==> src/hdl/disc_track_layout_core_assert.svh <==
// Assertion macros shared by the disc track layout RTL.
`ifndef DISC_TRACK_LAYOUT_CORE_ASSERT_SVH
`define DISC_TRACK_LAYOUT_CORE_ASSERT_SVH
`ifndef NO_ASSERTIONS
// Same-cycle implication, checked on every rising clock edge out of reset.
`define DTL_ASSERT_IMP(label, ante, cons, msg) \
    label: assert property (@(posedge clk) disable iff (!rst_n) (ante) |-> (cons)) \
        else $error(msg);
// Next-cycle implication.
`define DTL_ASSERT_NXT(label, ante, cons, msg) \
    label: assert property (@(posedge clk) disable iff (!rst_n) (ante) |=> (cons)) \
        else $error(msg);
`else
`define DTL_ASSERT_IMP(label, ante, cons, msg)
`define DTL_ASSERT_NXT(label, ante, cons, msg)
`endif
`endif

==> src/hdl/dtl_pkg.sv <==
// Package with constants and types of the disc track layout block.
`timescale 1ns / 1ps
package dtl_pkg;

    localparam int unsigned TRACK_PADDING     = 4;
    localparam int unsigned LEAD_IN_FRAMES    = 150;
    localparam logic [15:0] FRAME_BYTES_RESET = 16'd2448;

    // One track descriptor as held in the input stage.
    typedef struct packed {
        logic [23:0] frame_count;
        logic [15:0] pregap_frames;
        logic [15:0] postgap_frames;
        logic [15:0] pad_frames;
        logic        pregap_stored;
        logic        first_track;
    } trk_t;

    // Sector results and stream frame totals handed to the byte stage.
    typedef struct packed {
        logic [31:0] start_sector;
        logic [31:0] end_sector;
        logic [31:0] frames_before;
        logic [31:0] frames_after;
    } lay_t;

endpackage

==> src/hdl/disc_track_layout_core.sv <==
// Top level of the disc track layout block: sector and stream byte layout per track.
//
//  channel  | handshake          | direction | word
//  ---------+--------------------+-----------+-------------------------------------------
//  input    | in_valid/in_ready  | in        | one track descriptor
//  output   | out_valid/out_ready| out       | sectors and stream byte offsets of a track
//  config   | cfg_we             | in        | frame_bytes, written with no wait
//
// A word passes three register stages (input, sector layout, byte output); out_valid rises
// as the word enters the output stage. One word is accepted every cycle unless a stall
// holds the stages; running sums update as a word leaves the input stage. Reset clears the
// running sums, the lead-in shift and all valid flags, and sets frame_bytes to 2448.
// A stall on the output fills the stages behind it before in_ready drops.
`timescale 1ns / 1ps
`include "disc_track_layout_core_assert.svh"
module disc_track_layout_core
    import dtl_pkg::*;
(
    input  logic        clk,
    input  logic        rst_n,
    input  logic        cfg_we,
    input  logic [15:0] cfg_wdata,
    input  logic        in_valid,
    output logic        in_ready,
    input  logic [23:0] frame_count,
    input  logic [15:0] pregap_frames,
    input  logic [15:0] postgap_frames,
    input  logic [15:0] pad_frames,
    input  logic        pregap_stored,
    input  logic        first_track,
    output logic        out_valid,
    input  logic        out_ready,
    output logic [31:0] start_sector,
    output logic [31:0] end_sector,
    output logic [47:0] stream_byte_location,
    output logic [47:0] total_stream_bytes
);

    logic [15:0] frame_bytes_reg;
    logic [31:0] logical_offset_reg, logical_offset_next;
    logic [31:0] stream_frame_total_reg, stream_frame_total_next;
    logic [7:0]  lead_in_shift_reg, lead_in_shift_next;

    logic        in_vld_reg;
    trk_t        in_trk_reg;
    logic        mid_vld_reg;
    lay_t        mid_reg, mid_next;
    logic        out_vld_reg;
    logic [31:0] out_start_reg, out_end_reg;
    logic [47:0] out_loc_reg, out_total_reg;

    logic out_free, mid_free, in_free, in_adv;

    // Layout stage signals.
    logic [31:0] off_base, frm_base, start, rep_start;
    logic [23:0] log_frames;
    logic [7:0]  shift;
    logic [33:0] end_pos, end_diff;
    logic [16:0] end_neg;
    logic [24:0] frames_p3, padded;
    logic [47:0] loc_prod, total_prod;

    assign out_free = !out_vld_reg || out_ready;
    assign mid_free = !mid_vld_reg || out_free;
    assign in_free  = !in_vld_reg || mid_free;
    assign in_adv   = in_vld_reg && mid_free;
    assign in_ready = in_free;

    always_comb
    begin
        off_base = in_trk_reg.first_track ? 32'd0 : logical_offset_reg;
        frm_base = in_trk_reg.first_track ? 32'd0 : stream_frame_total_reg;
        start    = in_trk_reg.pregap_stored ? off_base
                                            : off_base + {16'd0, in_trk_reg.pregap_frames};

        // A first track loses a nonzero unstored pregap shorter than the track from its length.
        log_frames = in_trk_reg.frame_count;
        if (in_trk_reg.first_track && !in_trk_reg.pregap_stored
            && (in_trk_reg.pregap_frames != 16'd0)
            && (in_trk_reg.frame_count > {8'd0, in_trk_reg.pregap_frames}))
        begin
            log_frames = in_trk_reg.frame_count - {8'd0, in_trk_reg.pregap_frames};
        end

        lead_in_shift_next = lead_in_shift_reg;
        if (in_trk_reg.first_track)
        begin
            if (start < 32'(LEAD_IN_FRAMES))
            begin
                lead_in_shift_next = 8'(LEAD_IN_FRAMES) - start[7:0];
            end
            else
            begin
                lead_in_shift_next = 8'd0;
            end
        end
        shift = lead_in_shift_next;

        // Signed end sector as a nonnegative sum minus a nonnegative amount, then clamped.
        end_pos  = {2'd0, start} + {10'd0, log_frames} + {26'd0, shift};
        end_neg  = (log_frames != 24'd0) ? ({1'b0, in_trk_reg.pad_frames} + 17'd1) : 17'd0;
        end_diff = end_pos - {17'd0, end_neg};

        rep_start = start + {24'd0, shift};
        if (in_trk_reg.first_track && (start <= 32'(LEAD_IN_FRAMES)))
        begin
            rep_start = 32'd0;
        end

        frames_p3 = {1'b0, in_trk_reg.frame_count} + 25'd3;
        padded    = {frames_p3[24:2], 2'b00};

        logical_offset_next     = start + {16'd0, in_trk_reg.postgap_frames}
                                  + {8'd0, in_trk_reg.frame_count};
        stream_frame_total_next = frm_base + {7'd0, padded};

        mid_next.start_sector = rep_start;
        if (end_pos < {17'd0, end_neg})
        begin
            mid_next.end_sector = 32'd0;
        end
        else if (end_diff[33:32] != 2'd0)
        begin
            mid_next.end_sector = 32'hFFFF_FFFF;
        end
        else
        begin
            mid_next.end_sector = end_diff[31:0];
        end
        mid_next.frames_before = frm_base;
        mid_next.frames_after  = stream_frame_total_next;
    end

    assign loc_prod   = {16'd0, mid_reg.frames_before} * {32'd0, frame_bytes_reg};
    assign total_prod = {16'd0, mid_reg.frames_after} * {32'd0, frame_bytes_reg};

    always_ff @(posedge clk or negedge rst_n)
    begin
        if (!rst_n)
        begin
            frame_bytes_reg        <= FRAME_BYTES_RESET;
            logical_offset_reg     <= 32'd0;
            stream_frame_total_reg <= 32'd0;
            lead_in_shift_reg      <= 8'd0;
            in_vld_reg             <= 1'b0;
            mid_vld_reg            <= 1'b0;
            out_vld_reg            <= 1'b0;
        end
        else
        begin
            if (cfg_we)
            begin
                frame_bytes_reg <= cfg_wdata;
            end
            if (in_adv)
            begin
                logical_offset_reg     <= logical_offset_next;
                stream_frame_total_reg <= stream_frame_total_next;
                lead_in_shift_reg      <= lead_in_shift_next;
            end
            if (in_free)
            begin
                in_vld_reg <= in_valid;
            end
            if (mid_free)
            begin
                mid_vld_reg <= in_vld_reg;
            end
            if (out_free)
            begin
                out_vld_reg <= mid_vld_reg;
            end
        end
    end

    always_ff @(posedge clk)
    begin
        if (in_free && in_valid)
        begin
            in_trk_reg.frame_count    <= frame_count;
            in_trk_reg.pregap_frames  <= pregap_frames;
            in_trk_reg.postgap_frames <= postgap_frames;
            in_trk_reg.pad_frames     <= pad_frames;
            in_trk_reg.pregap_stored  <= pregap_stored;
            in_trk_reg.first_track    <= first_track;
        end
        if (in_adv)
        begin
            mid_reg <= mid_next;
        end
        if (out_free && mid_vld_reg)
        begin
            out_start_reg <= mid_reg.start_sector;
            out_end_reg   <= mid_reg.end_sector;
            out_loc_reg   <= loc_prod;
            out_total_reg <= total_prod;
        end
    end

    assign out_valid            = out_vld_reg;
    assign start_sector         = out_start_reg;
    assign end_sector           = out_end_reg;
    assign stream_byte_location = out_loc_reg;
    assign total_stream_bytes   = out_total_reg;

    `DTL_ASSERT_IMP(a_in_blocked, in_vld_reg && !mid_free, !in_ready, "accepted while blocked")
    `DTL_ASSERT_NXT(a_mid_held, !mid_free, mid_vld_reg && $stable(mid_reg), "stalled word lost")
    `DTL_ASSERT_NXT(a_shift_range, in_adv, lead_in_shift_reg <= 8'(LEAD_IN_FRAMES), "bad shift")
    `DTL_ASSERT_IMP(a_pad, mid_vld_reg, mid_reg.frames_after[1:0] == mid_reg.frames_before[1:0], "no pad")

endmodule

==> config.mk <==
export PLATFORM = sky130hd
export DESIGN_NAME = disc_track_layout_core
export DESIGN_NICKNAME = d
export VERILOG_FILES = /design/src/hdl/dtl_pkg.sv /design/src/hdl/disc_track_layout_core.sv
export VERILOG_INCLUDE_DIRS = /design/src /design/src/hdl
export SDC_FILE = /design/constraint.sdc
export NUM_CORES = 2
export LEC_CHECK = 0
export ABC_AREA = 1
export BUFFER_PORTS_ARGS = -buffer_cell sky130_fd_sc_hd__buf_2
export CORE_MARGIN = 5
export CORE_UTILIZATION = 47
export DETAILED_ROUTE_END_ITERATION = 10
export PLACE_DENSITY = 0.66
export SYNTH_ARGS = -nofsm -noshare
export SYNTH_HDL_FRONTEND = slang
export SYNTH_SLANG_ARGS = --single-unit
==> constraint.sdc <==
create_clock -name clk -period 12.41 [get_ports clk]
set_input_delay 1.241 -clock clk [delete_from_list [all_inputs] [get_ports clk]]
set_output_delay 1.241 -clock clk [all_outputs]
set_load 0.05 [all_outputs]
==> impl_metrics.prom <==
# TYPE chip_impl_metric gauge
chip_impl_metric{name="drt-wirelength-per-cell",unit="µm"} 19.5
chip_impl_metric{name="preCtsSetupSlack",unit="ns"} 2.97
chip_impl_metric{name="synth_fp_nets",unit=""} 8060
chip_impl_metric{name="achievable-frequency",unit="GHz"} 0.106
chip_impl_info{name="critical_r2r_capture",value="mid_reg[65]"} 1
chip_impl_metric{name="die_width",unit="µm"} 360
chip_impl_info{name="crit_path_start_kind",value="register"} 1
chip_impl_info{name="synthTopCellsByArea",value="sky130_fd_sc_hd__fa_1 (30%), sky130_fd_sc_hd__edfxtp_1 (19%), sky130_fd_sc_hd__nand2_1 (11%)"} 1
chip_impl_info{name="reg2reg_from",value="in_trk_reg[0]"} 1
chip_impl_metric{name="slew-limit-headroom",unit="%"} 18.5
chip_impl_metric{name="worst_clock_skew",unit="ns"} 0.0460
chip_impl_metric{name="clk_pin_slew",unit="ns"} 0.06
chip_impl_info{name="cpLargestDelayFamily",value="simple AND/OR/NAND/NOR gates"} 1
chip_impl_info{name="clock_tree_from_tritoncts",value="done"} 1
chip_impl_metric{name="drt-initial-drc-count",unit=""} 2938
chip_impl_metric{name="ant_nets",unit=""} 0
chip_impl_metric{name="post-cts-setup-buffer-count",unit=""} 0
chip_impl_metric{name="port_buffers",unit=""} 256
chip_impl_metric{name="routed_via_density",unit=""} 5.26
chip_impl_metric{name="sequential_cell_area_fraction_in_the_yosys_report",unit="%"} 22.6
chip_impl_metric{name="hold-path-cell-count",unit=""} 0
chip_impl_metric{name="rr_worst_depth",unit=""} 47
chip_impl_info{name="layout.cells.most_common",value="sky130_fd_sc_hd__nand2_1"} 1
chip_impl_metric{name="tns",unit="ns"} 0
chip_impl_metric{name="async_reset_ff_share",unit="%"} 20.3
chip_impl_metric{name="i_o_pin_count",unit=""} 257
chip_impl_info{name="critical_path_class",value="register to register"} 1
chip_impl_metric{name="layout.core_utilization",unit="%"} 50.8
chip_impl_info{name="crit_slowest_cell",value="sky130_fd_sc_hd__nand2_1"} 1
chip_impl_metric{name="clock-sinks",unit=""} 449
chip_impl_info{name="end_kind",value="register"} 1
chip_impl_metric{name="die-height",unit="µm"} 360
chip_impl_metric{name="clock_latency",unit="ns"} 0.69
chip_impl_metric{name="grt_first_pass_wirelength",unit="mm"} 260
chip_impl_metric{name="cts_repair_resize_count",unit=""} 0
chip_impl_info{name="hold_path.class",value="register to register"} 1
chip_impl_metric{name="vias",unit=""} 44400
chip_impl_metric{name="finalSetupViolCount",unit=""} 0
chip_impl_metric{name="worst_ep_required_time",unit="ns"} 12.95
chip_impl_metric{name="syn-instance-count",unit=""} 6712
chip_impl_metric{name="firstDrtPassIters",unit=""} 8
chip_impl_metric{name="netlist_area",unit="mm²"} 0.0576
chip_impl_metric{name="drc",unit=""} 0
chip_impl_metric{name="die_area",unit="mm²"} 0.130
chip_impl_metric{name="critical_path.max_stage_delay",unit="ns"} 0.66
chip_impl_metric{name="core",unit="mm²"} 0.122
chip_impl_metric{name="cts_max_path_buffers",unit=""} 3
chip_impl_metric{name="antenna_found_initial",unit=""} 1
chip_impl_info{name="unrepaired_setup_endpoints_after_global_routing",value="false"} 1
chip_impl_metric{name="ys_seq_elements",unit=""} 449
chip_impl_metric{name="drt-total-wl",unit="mm"} 165
chip_impl_metric{name="start_util",unit="%"} 47.3
chip_impl_metric{name="max_slew.worst_pin.slew",unit="ns"} 1.21
chip_impl_metric{name="gp_congestion",unit=""} 0.958
chip_impl_info{name="root_buffer",value="sky130_fd_sc_hd__clkbuf_16"} 1
chip_impl_metric{name="min_period",unit="ns"} 9.46
chip_impl_metric{name="cts-htree-levels",unit=""} 2
chip_impl_metric{name="timing.max_cap.violations",unit=""} 0
chip_impl_info{name="most-common-layout-cells",value="sky130_fd_sc_hd__nand2_1 (1649), sky130_fd_sc_hd__inv_1 (1459), sky130_fd_sc_hd__fa_1 (866), sky130_fd_sc_hd__ha_1 (387), sky130_fd_sc_hd__edfxtp_1 (358)"} 1
chip_impl_metric{name="setup_slack_of_the_most_critical_reg_to_reg_path",unit="ns"} 2.95
chip_impl_metric{name="largest_reg_flops",unit=""} 126
chip_impl_metric{name="critical_path_buf_inv_count",unit=""} 5
chip_impl_metric{name="crit_fanout",unit=""} 41
chip_impl_metric{name="report.final.hold_viol_count",unit=""} 0
chip_impl_metric{name="fin_crit_sh",unit="%"} 76.2
chip_impl_info{name="synth_area_leader_cell",value="sky130_fd_sc_hd__fa_1"} 1
chip_impl_metric{name="tritoncts.num_buffers",unit=""} 52
chip_impl_metric{name="grt_pass1_vias",unit=""} 47000
chip_impl_metric{name="synthDistinctLibCells",unit=""} 59
chip_impl_metric{name="synth_area_per_cell",unit="µm²"} 8.58
chip_impl_info{name="min_to",value="end_sector[8]"} 1
chip_impl_info{name="run_status",value="finished clean"} 1
chip_impl_metric{name="hpwlAfterDp",unit="mm"} 128
chip_impl_metric{name="row_count",unit=""} 128
chip_impl_metric{name="post_cts_hold_buffer_count",unit=""} 0
chip_impl_metric{name="antenna_cells",unit=""} 0
chip_impl_info{name="ys.flop_type",value="sky130_fd_sc_hd__edfxtp_1"} 1
chip_impl_metric{name="arrival",unit="ns"} 10.00
chip_impl_metric{name="grt_start_max_net_pins",unit=""} 94
chip_impl_metric{name="synth-edff-count",unit=""} 358
chip_impl_info{name="crit_top_cell",value="sky130_fd_sc_hd__nor2_1"} 1
chip_impl_metric{name="finalMaxSlewViolations",unit=""} 0
chip_impl_metric{name="postLayoutSetupSlackWorst",unit="ns"} 2.95
chip_impl_info{name="holdCritStartpoint",value="mid_reg[72]"} 1
chip_impl_metric{name="grt_util_all_layers",unit="%"} 25.6
chip_impl_metric{name="nets",unit=""} 8117
chip_impl_metric{name="yosys_warnings",unit=""} 0
chip_impl_metric{name="area.growth.synth_to_final",unit="%"} 7.42
chip_impl_metric{name="final_layout_size_suffix_gt1_share",unit="%"} 7.84
chip_impl_metric{name="synth.top_cell.area_share",unit="%"} 30.1
chip_impl_metric{name="grt_ovf",unit=""} 0
chip_impl_metric{name="fillers",unit=""} 11600
-- cells by family after synthesis --
kind of cell / count (synthesis) / share of synthesized area (%)
AOI/OAI and AO/OA: 629 / 6.11
xor gates and xnor gates: 280 / 4.29
adders and majority gates: 1253 / 38.5
buffers and inverters: 1766 / 11.7
DFF: 449 / 22.6
muxes: 16 / 0.313
and+or+nand+nor: 2319 / 16.5
-- final cells by class --
| type | instances | area [µm²] | area share (%) |
|---|---|---|---|
| Timing Repair Buffer | 289 | 1530 | 2.48 |
| Clock inverter | 42 | 488 | 0.789 |
| Tap cell | 1625 | 2030 | 3.29 |
| Sequential cell | 449 | 13100 | 21.1 |
| Clock buffer | 54 | 1310 | 2.12 |
| Multi-Input combinational cell | 4497 | 37800 | 61.2 |
| Inverter | 1480 | 5560 | 8.99 |
-- synthesized netlist by cell type (3+ instances only) --
| library cell | n |
|---|---|
| sky130_fd_sc_hd__a21boi_0 | 14 |
| sky130_fd_sc_hd__a21o_1 | 11 |
| sky130_fd_sc_hd__a21oi_1 | 260 |
| sky130_fd_sc_hd__a31oi_1 | 40 |
| sky130_fd_sc_hd__a31oi_2 | 11 |
| sky130_fd_sc_hd__buf_1 | 4 |
| sky130_fd_sc_hd__buf_2 | 9 |
| sky130_fd_sc_hd__buf_4 | 4 |
| sky130_fd_sc_hd__buf_6 | 7 |
| sky130_fd_sc_hd__clkbuf_1 | 262 |
| sky130_fd_sc_hd__dfrtp_1 | 87 |
| sky130_fd_sc_hd__dfstp_2 | 4 |
| sky130_fd_sc_hd__edfxtp_1 | 358 |
| sky130_fd_sc_hd__fa_1 | 866 |
| sky130_fd_sc_hd__ha_1 | 387 |
| sky130_fd_sc_hd__inv_1 | 1461 |
| sky130_fd_sc_hd__inv_2 | 17 |
| sky130_fd_sc_hd__mux2_2 | 16 |
| sky130_fd_sc_hd__nand2_1 | 1650 |
| sky130_fd_sc_hd__nand2_2 | 30 |
| sky130_fd_sc_hd__nand3_1 | 128 |
| sky130_fd_sc_hd__nand3_2 | 15 |
| sky130_fd_sc_hd__nand3b_1 | 5 |
| sky130_fd_sc_hd__nand4_1 | 47 |
| sky130_fd_sc_hd__nor2_1 | 337 |
| sky130_fd_sc_hd__nor2_2 | 22 |
| sky130_fd_sc_hd__nor2_4 | 4 |
| sky130_fd_sc_hd__nor3_1 | 38 |
| sky130_fd_sc_hd__nor3_2 | 5 |
| sky130_fd_sc_hd__nor4_1 | 20 |
| sky130_fd_sc_hd__o211ai_1 | 11 |
| sky130_fd_sc_hd__o21a_1 | 16 |
| sky130_fd_sc_hd__o21ai_0 | 215 |
| sky130_fd_sc_hd__o21ai_1 | 15 |
| sky130_fd_sc_hd__o21bai_1 | 12 |
| sky130_fd_sc_hd__o221ai_1 | 5 |
| sky130_fd_sc_hd__o22ai_1 | 3 |
| sky130_fd_sc_hd__o31ai_1 | 3 |
| sky130_fd_sc_hd__or2_2 | 7 |
| sky130_fd_sc_hd__xnor2_1 | 99 |
| sky130_fd_sc_hd__xor2_1 | 179 |
-- how the worst max path moves through the flow --
stage / cells past startpoint / to / slack (ns) / startpoint
floorplan: 2 / end_sector[0] / 2.85 / out_ready
global placement: 47 / mid_reg[93] / 3.03 / in_trk_reg[0]
detailed placement: 43 / mid_reg[95] / 2.97 / in_trk_reg[0]
CTS: 43 / mid_reg[65] / 2.96 / in_trk_reg[0]
global route: 44 / mid_reg[65] / 2.10 / in_trk_reg[0]
finish: 47 / mid_reg[65] / 2.95 / in_trk_reg[0]
-- through the flow --
stage	hold WS, ns	std cells	instance area, µm²
after detailed placement	0.405	8340	60000
final	0.413	8436	61800
after floorplan	0.400	6712	57600
after CTS	0.419	8436	61800
after global routing	0.419	8436	61800
after global placement	0.403	8340	60000
-- metal layers --
layer  global-route usage, %  vias up  wire length (µm)
li1                        -    20500                 -
met1                    32.1    22000             65700
met2                    44.2     1537             80000
met3                    4.29      389             11400
met4                    10.3        2              7590
met5                       0        -                13
Power is left out: the tool's default activity adds up to more than one toggle a clock period on the data nets, which glitch-free logic cannot reach.
